===== src/lrc_pkg.sv =====
// Shared types and constants for the line row clusterer.
// No dependencies; every other file uses this package.
`default_nettype none

package lrc_pkg;

  localparam int MAX_LINES_DEF  = 64;
  localparam int COORD_BITS_DEF = 11;
  localparam int DIST_BITS      = 11;
  localparam logic [DIST_BITS-1:0] MERGE_RESET = 11'd10;

  typedef enum logic [0:0] {
    ST_LOAD  = 1'b0,
    ST_DRAIN = 1'b1
  } lrc_state_t;

  // Per-cycle command broadcast to every cell of the chain.
  typedef struct packed {
    logic ins;    // insert the new record in sorted position
    logic shift;  // move every record one cell toward the head
  } lrc_ctrl_t;

  // Status from the merge unit back to the sequencer.
  typedef struct packed {
    logic shift;  // head record consumed this cycle
    logic done;   // final cluster issued, set complete
  } lrc_mstat_t;

endpackage

`default_nettype wire


===== src/lrc_if.sv =====
// Valid/ready channel interfaces: line input, cluster output, configuration write.
// Depends on lrc_pkg.
`default_nettype none


interface lrc_cluster_if #(
  parameter int COORD_BITS = lrc_pkg::COORD_BITS_DEF
);
  logic                  valid;
  logic                  ready;
  logic [COORD_BITS-1:0] cluster_center_x;
  logic [COORD_BITS-1:0] cluster_center_y;
  logic [COORD_BITS-1:0] cluster_left;
  logic [COORD_BITS-1:0] cluster_right;
  logic                  last_cluster;
  logic                  lines_dropped;

  modport source (output valid, cluster_center_x, cluster_center_y, cluster_left,
                  cluster_right, last_cluster, lines_dropped, input ready);
  modport sink   (input valid, cluster_center_x, cluster_center_y, cluster_left,
                  cluster_right, last_cluster, lines_dropped, output ready);
endinterface


`default_nettype wire


===== src/lrc_merge.sv =====
// Cluster accumulator and output register: consumes the chain head while draining.
// Depends on lrc_pkg and lrc_if.
`default_nettype none

module lrc_merge #(
  parameter int COORD_BITS = lrc_pkg::COORD_BITS_DEF
) (
  input  logic                          clk,
  input  logic                          rst,
  input  logic                          draining,
  input  logic [COORD_BITS-1:0]         head_lx,
  input  logic [COORD_BITS-1:0]         head_rx,
  input  logic [COORD_BITS-1:0]         head_cy,
  input  logic                          head_valid,
  input  logic [lrc_pkg::DIST_BITS-1:0] merge_distance,
  input  logic                          overflow,
  output lrc_pkg::lrc_mstat_t           mstat,
  lrc_cluster_if.source                 cluster_out
);
  import lrc_pkg::*;

  localparam int CMP_BITS = (COORD_BITS > DIST_BITS) ? COORD_BITS : DIST_BITS;

  logic                  have_cur;
  logic [COORD_BITS-1:0] cur_lx;
  logic [COORD_BITS-1:0] cur_rx;
  logic [COORD_BITS-1:0] cur_cy;
  logic                  out_valid;

  logic [COORD_BITS-1:0] y_gap;
  logic                  near;
  logic                  slot_free;
  logic                  take;
  logic                  merge;
  logic                  emit;
  logic                  emit_last;
  logic [COORD_BITS:0]   y_sum;
  logic [COORD_BITS:0]   x_sum;

  assign y_gap = (cur_cy >= head_cy) ? (cur_cy - head_cy) : (head_cy - cur_cy);
  assign near  = CMP_BITS'(y_gap) < CMP_BITS'(merge_distance);
  assign y_sum = {1'b0, cur_cy} + {1'b0, head_cy};
  assign x_sum = {1'b0, cur_lx} + {1'b0, cur_rx};
  assign slot_free = !out_valid || cluster_out.ready;

  always_comb begin
    take      = 1'b0;
    merge     = 1'b0;
    emit      = 1'b0;
    emit_last = 1'b0;
    if (draining) begin
      priority if (!have_cur) begin
        take = head_valid;
      end else if (head_valid) begin
        if (near) begin
          merge = 1'b1;
        end else if (slot_free) begin
          emit = 1'b1;
          take = 1'b1;
        end
      end else if (slot_free) begin
        emit      = 1'b1;
        emit_last = 1'b1;
      end
    end
  end

  assign mstat.shift = take || merge;
  assign mstat.done  = emit_last;

  always_ff @(posedge clk) begin
    if (rst) begin
      have_cur  <= 1'b0;
      out_valid <= 1'b0;
    end else begin
      if (take) begin
        have_cur <= 1'b1;
      end else if (emit_last) begin
        have_cur <= 1'b0;
      end
      if (emit) begin
        out_valid <= 1'b1;
      end else if (cluster_out.ready) begin
        out_valid <= 1'b0;
      end
    end
  end

  always_ff @(posedge clk) begin
    if (take) begin
      cur_lx <= head_lx;
      cur_rx <= head_rx;
      cur_cy <= head_cy;
    end else if (merge) begin
      cur_cy <= y_sum[COORD_BITS:1];
      if (head_lx < cur_lx) begin
        cur_lx <= head_lx;
      end
      if (head_rx > cur_rx) begin
        cur_rx <= head_rx;
      end
    end
    if (emit) begin
      cluster_out.cluster_center_x <= x_sum[COORD_BITS:1];
      cluster_out.cluster_center_y <= cur_cy;
      cluster_out.cluster_left     <= cur_lx;
      cluster_out.cluster_right    <= cur_rx;
      cluster_out.last_cluster     <= emit_last;
      cluster_out.lines_dropped    <= overflow;
    end
  end

  assign cluster_out.valid = out_valid;

endmodule

`default_nettype wire


===== src/flat_wrapper.sv =====
// flat-port wrapper written by rule: the top's interface ports become plain ports
module lrc_merge_flat import lrc_pkg::*;
#(
  parameter int COORD_BITS = lrc_pkg::COORD_BITS_DEF
)
  (clk, rst, draining, head_lx, head_rx, head_cy, head_valid, merge_distance, overflow, mstat, cluster_out_valid, cluster_out_cluster_center_x, cluster_out_cluster_center_y, cluster_out_cluster_left, cluster_out_cluster_right, cluster_out_last_cluster, cluster_out_lines_dropped, cluster_out_ready);
  lrc_cluster_if #(.COORD_BITS(COORD_BITS)) cluster_out_i ();
  input  logic clk;
  input  logic rst;
  input  logic draining;
  input  logic [COORD_BITS-1:0] head_lx;
  input  logic [COORD_BITS-1:0] head_rx;
  input  logic [COORD_BITS-1:0] head_cy;
  input  logic head_valid;
  input  logic [lrc_pkg::DIST_BITS-1:0] merge_distance;
  input  logic overflow;
  output lrc_pkg::lrc_mstat_t mstat;
  output wire logic [$bits(cluster_out_i.valid)-1:0] cluster_out_valid;
  output wire logic [$bits(cluster_out_i.cluster_center_x)-1:0] cluster_out_cluster_center_x;
  output wire logic [$bits(cluster_out_i.cluster_center_y)-1:0] cluster_out_cluster_center_y;
  output wire logic [$bits(cluster_out_i.cluster_left)-1:0] cluster_out_cluster_left;
  output wire logic [$bits(cluster_out_i.cluster_right)-1:0] cluster_out_cluster_right;
  output wire logic [$bits(cluster_out_i.last_cluster)-1:0] cluster_out_last_cluster;
  output wire logic [$bits(cluster_out_i.lines_dropped)-1:0] cluster_out_lines_dropped;
  input wire logic [$bits(cluster_out_i.ready)-1:0] cluster_out_ready;
  assign cluster_out_valid = cluster_out_i.valid;
  assign cluster_out_cluster_center_x = cluster_out_i.cluster_center_x;
  assign cluster_out_cluster_center_y = cluster_out_i.cluster_center_y;
  assign cluster_out_cluster_left = cluster_out_i.cluster_left;
  assign cluster_out_cluster_right = cluster_out_i.cluster_right;
  assign cluster_out_last_cluster = cluster_out_i.last_cluster;
  assign cluster_out_lines_dropped = cluster_out_i.lines_dropped;
  assign cluster_out_i.ready = cluster_out_ready;
  lrc_merge #(.COORD_BITS(COORD_BITS)) u_core (.clk(clk), .rst(rst), .draining(draining), .head_lx(head_lx), .head_rx(head_rx), .head_cy(head_cy), .head_valid(head_valid), .merge_distance(merge_distance), .overflow(overflow), .mstat(mstat), .cluster_out(cluster_out_i));
endmodule

===== config.mk =====
export PLATFORM = sky130hd
export DESIGN_NAME = lrc_merge_flat
export DESIGN_NICKNAME = d
export VERILOG_FILES = /design/src/lrc_pkg.sv /design/src/lrc_if.sv /design/src/lrc_merge.sv /design/src/flat_wrapper.sv
export SDC_FILE = /design/constraint.sdc
export NUM_CORES = 1
export LEC_CHECK = 0
export BUFFER_PORTS_ARGS = -buffer_cell sky130_fd_sc_hd__buf_2
export CAP_MARGIN = 10
export CORE_MARGIN = 5
export CORE_UTILIZATION = 51
export DETAILED_ROUTE_END_ITERATION = 8
export PLACE_DENSITY = 0.73
export SLEW_MARGIN = 20
export SYNTH_ARGS = -nofsm -noshare
export SYNTH_HDL_FRONTEND = slang
export SYNTH_SLANG_ARGS = --single-unit

===== constraint.sdc =====
create_clock -name clk -period 5.8 [get_ports clk]
set_input_delay 0.87 -clock clk [delete_from_list [all_inputs] [get_ports clk]]
set_output_delay 0.87 -clock clk [all_outputs]
set_load 0.02 [all_outputs]

==> metrics.cfg <==
[status]
status = complete, no violations

[synth]
yosysTopAreaCellShare = 0.440
yosys_warnings = 0
async_flop_share = 0
synth_area_leaders = edfxtp_1 44%, ha_1 17%, inv_1 5.3%, a21oi_1 3.3%, xnor2_1 3.1%
synth-edff-count = 79
avgSynthCellArea_um2 = 11.1
synth_top_cell_by_area = edfxtp_1
synthFlopType = edfxtp_1
yosysMostFrequentCell = edfxtp_1
synthCells = 486
synth_cell_types = 63
ys_ff_latch = 81
yosysSeqAreaShare = 0.447
mappedNetlistNets = 613
synthesis.area_mm2 = 0.00539
ys_top_cells_by_count = 79 x edfxtp_1, 76 x inv_1, 73 x ha_1, 36 x a21oi_1, 24 x nor2_1

[final_layout]
fin_nets = 724
fin_cells = 738
area_growth_pct = 15.9
design_area_mm2 = 0.00625
final_layout_size_suffix_gt1_frac = 0.243
antenna_cells_inserted = 0

[worst_setup_path]
crit_path_start_kind = input port
crit_slowest_cell = a2111oi_4
end_kind = output pin
critPathRequiredTime_ns = 4.93
path_cells = buf_2 -> inv_1 -> ha_1 -> nand2_4 -> nor2_1 -> a211o_1 -> a221o_2 -> buf_4 -> mux2_2 -> ha_1 -> a21o_1 -> a31oi_1 -> o21ai_1 -> a2111oi_4 -> and4_1 -> or2_1 -> buf_2
arrival_ns = 4.70
path_delay_family = compound AO/OA/AOI/OAI gates
worstPathMaxFanout = 8
criticalPathCategory = in2out
cpPeakStageDelay_ns = 0.50
critPathBufInv = 4

[route]
route.detailed.drc = 0
vias_per_cell = 5.41
dr.pass1.iters = 5
wl_per_cell_um = 16.9
first_iter_violations = 227
postRouteAntennaNets = 0
vias = 3989
drt-total-wl_um = 12500

[sta]
finalCritPeriodShare = 0.960
setup_viol = 0
max_freq_mhz = 180
tightest_slew_ns = 0.752
rsz0062_at_grt = no
tns_ns = 0
fin_skew_ns = 0.0132
slew_violations = 0
finalHoldViolations = 0
layout_min_cycle_time_ns = 5.57
maxSlewHeadroom = 0.491

[pwr]
vdd_drop_max_mv = 0.168
leakage_nw = 2.81
power_density_mw_per_mm2 = 289

[min_path]
min_path_type = reg2reg

[floorplan]
fp-row-count = 37
io_pins = 99
core_mm2 = 0.0103
dieHeight_um = 113
design.die.area_mm2 = 0.0127
initial_core_util = 0.522
fp.dieW_um = 113

[clock_network]
cts_tree = built
path_clk_slew_ns = 0.09
clock_latency_ns = 0.35
cts_made_buffers = 9
htreeDepth = 3
cts-root-buf = clkbuf_8
cts_hold_buf = 0
clock-sinks = 81
cts_buffer_depth = 2

[global_routing]
grt_pass1_vias = 4024
grt_max_degree = 31
track_usage = 0.195
grt_overflow = 0
antenna_found_initial = 0
grt_pass1_wl_um = 19800

[place]
dpl_cell_area_mm2 = 0.00606
dp.final_hpwl_um = 9850
port-buffer-count = 98
dp_cells = 721
globalplace.congestion = 0.968

[flow_run]
cap_viol_max_count = 0

-- flip-flops by register name (all words and copies together), names as in the netlist --
signal,cells
u_core.cur_cy,11
u_core.cluster_out.cluster_center_y,11
u_core.cluster_out.cluster_left,11
u_core.cur_rx,11
u_core.cluster_out.lines_dropped,1
u_core.have_cur,1
u_core.cluster_out.cluster_right,11
u_core.cluster_out.last_cluster,1
u_core.cluster_out.cluster_center_x,11
u_core.cluster_out.valid,1
u_core.cur_lx,11
-- through the flow --
step / utilization / hold WS, ns / total power [W] / worst slack (ns)
6_report: 0.606 / 0.498 / 0.00180 / 0.234
5_1_grt: 0.606 / 0.510 / 0.00192 / 0.0218
4_1_cts: 0.605 / 0.495 / 0.00181 / 0.0703
3_5_place_dp: 0.587 / 0.480 / 0.00143 / 0.0187
3_3_place_gp: 0.587 / 0.468 / 0.00141 / 0.205
2_1_floorplan: - / 0.454 / 0.00125 / 0.543
-- report_power, final --
group          switching [W]  internal [W]
clock               0.000220      0.000158
sequential         0.0000314      0.000712
combinational       0.000388      0.000296
total               0.000639       0.00117
-- path summary, 6_finish.rpt --
path | startpoint | endpoint | slack [ns] | cells past startpoint
setup / recovery | head_cy[4] | mstat[1] | 0.23 | 17
setup reg to reg | u_core.cur_cy[4] | u_core.cur_lx[8] | 1.12 | 14
hold reg to reg | u_core.cur_lx[10] | u_core.cluster_out.cluster_left[10] | 0.50 | 0
hold / removal | u_core.cur_lx[10] | u_core.cluster_out.cluster_left[10] | 0.50 | 0
-- per-layer routing --
layer	wire length, um	track usage	part of all wire
met1	5930	0.267	0.47
met4	225	0.0633	0.018
met3	696	0.0428	0.056
met2	5640	0.308	0.45
met5	0	0	0
-- cells by family after synthesis --
family / share of synthesized area
AO/OA/AOI/OAI: 0.132
AND/OR/NAND/NOR: 0.0889
buffers and inverters: 0.0710
flip-flops: 0.447
adder cells (fa/ha/maj): 0.184
XOR/XNOR: 0.0374
multiplexers: 0.0394
-- layout make-up --
| cell class | instances | area, um^2 |
|---|---|---|
| Clock buffer | 9 | 124 |
| Clock inverter | 7 | 52.6 |
| Fill cell | 867 | 4070 |
| Inverter | 77 | 289 |
| Multi-Input combinational cell | 317 | 2620 |
| Sequential cell | 81 | 2410 |
| Tap cell | 136 | 170 |
| Timing Repair Buffer | 111 | 588 |
-- repair_timing --
item,4_1_cts,5_1_grt
gates resized for setup,0,2
pin swaps,1,0
setup endpoints to repair,1,1
buffers inserted,1,0
gates cloned,0,0
-- worst reg2reg max path, delay by kind of cell (launching register included) --
| family | cells | cell delay (ns) |
|---|---|---|
| AO/OA/AOI/OAI | 7 | 2.24 |
| adder cells (fa/ha/maj) | 2 | 0.63 |
| AND/OR/NAND/NOR | 3 | 0.52 |
| flip-flops | 1 | 0.46 |
| multiplexers | 1 | 0.28 |
| buffers and inverters | 1 | 0.20 |
-- cell usage in the layout, fill, tap and decap left out, drive strengths merged, types with 5 or more instances in the layout --
cell type / n
a211oi: 6
nand3: 7
clkbuf: 9
nand4: 5
inv: 79
nor2: 24
a21o: 8
edfxtp: 79
o211ai: 5
a21oi: 39
mux2i: 13
nand2: 18
xnor2: 19
mux2: 7
o21ai: 14
buf: 111
nand2b: 7
nor2b: 9
ha: 73
nor3: 7
Power figures use the tool's default switching activity.
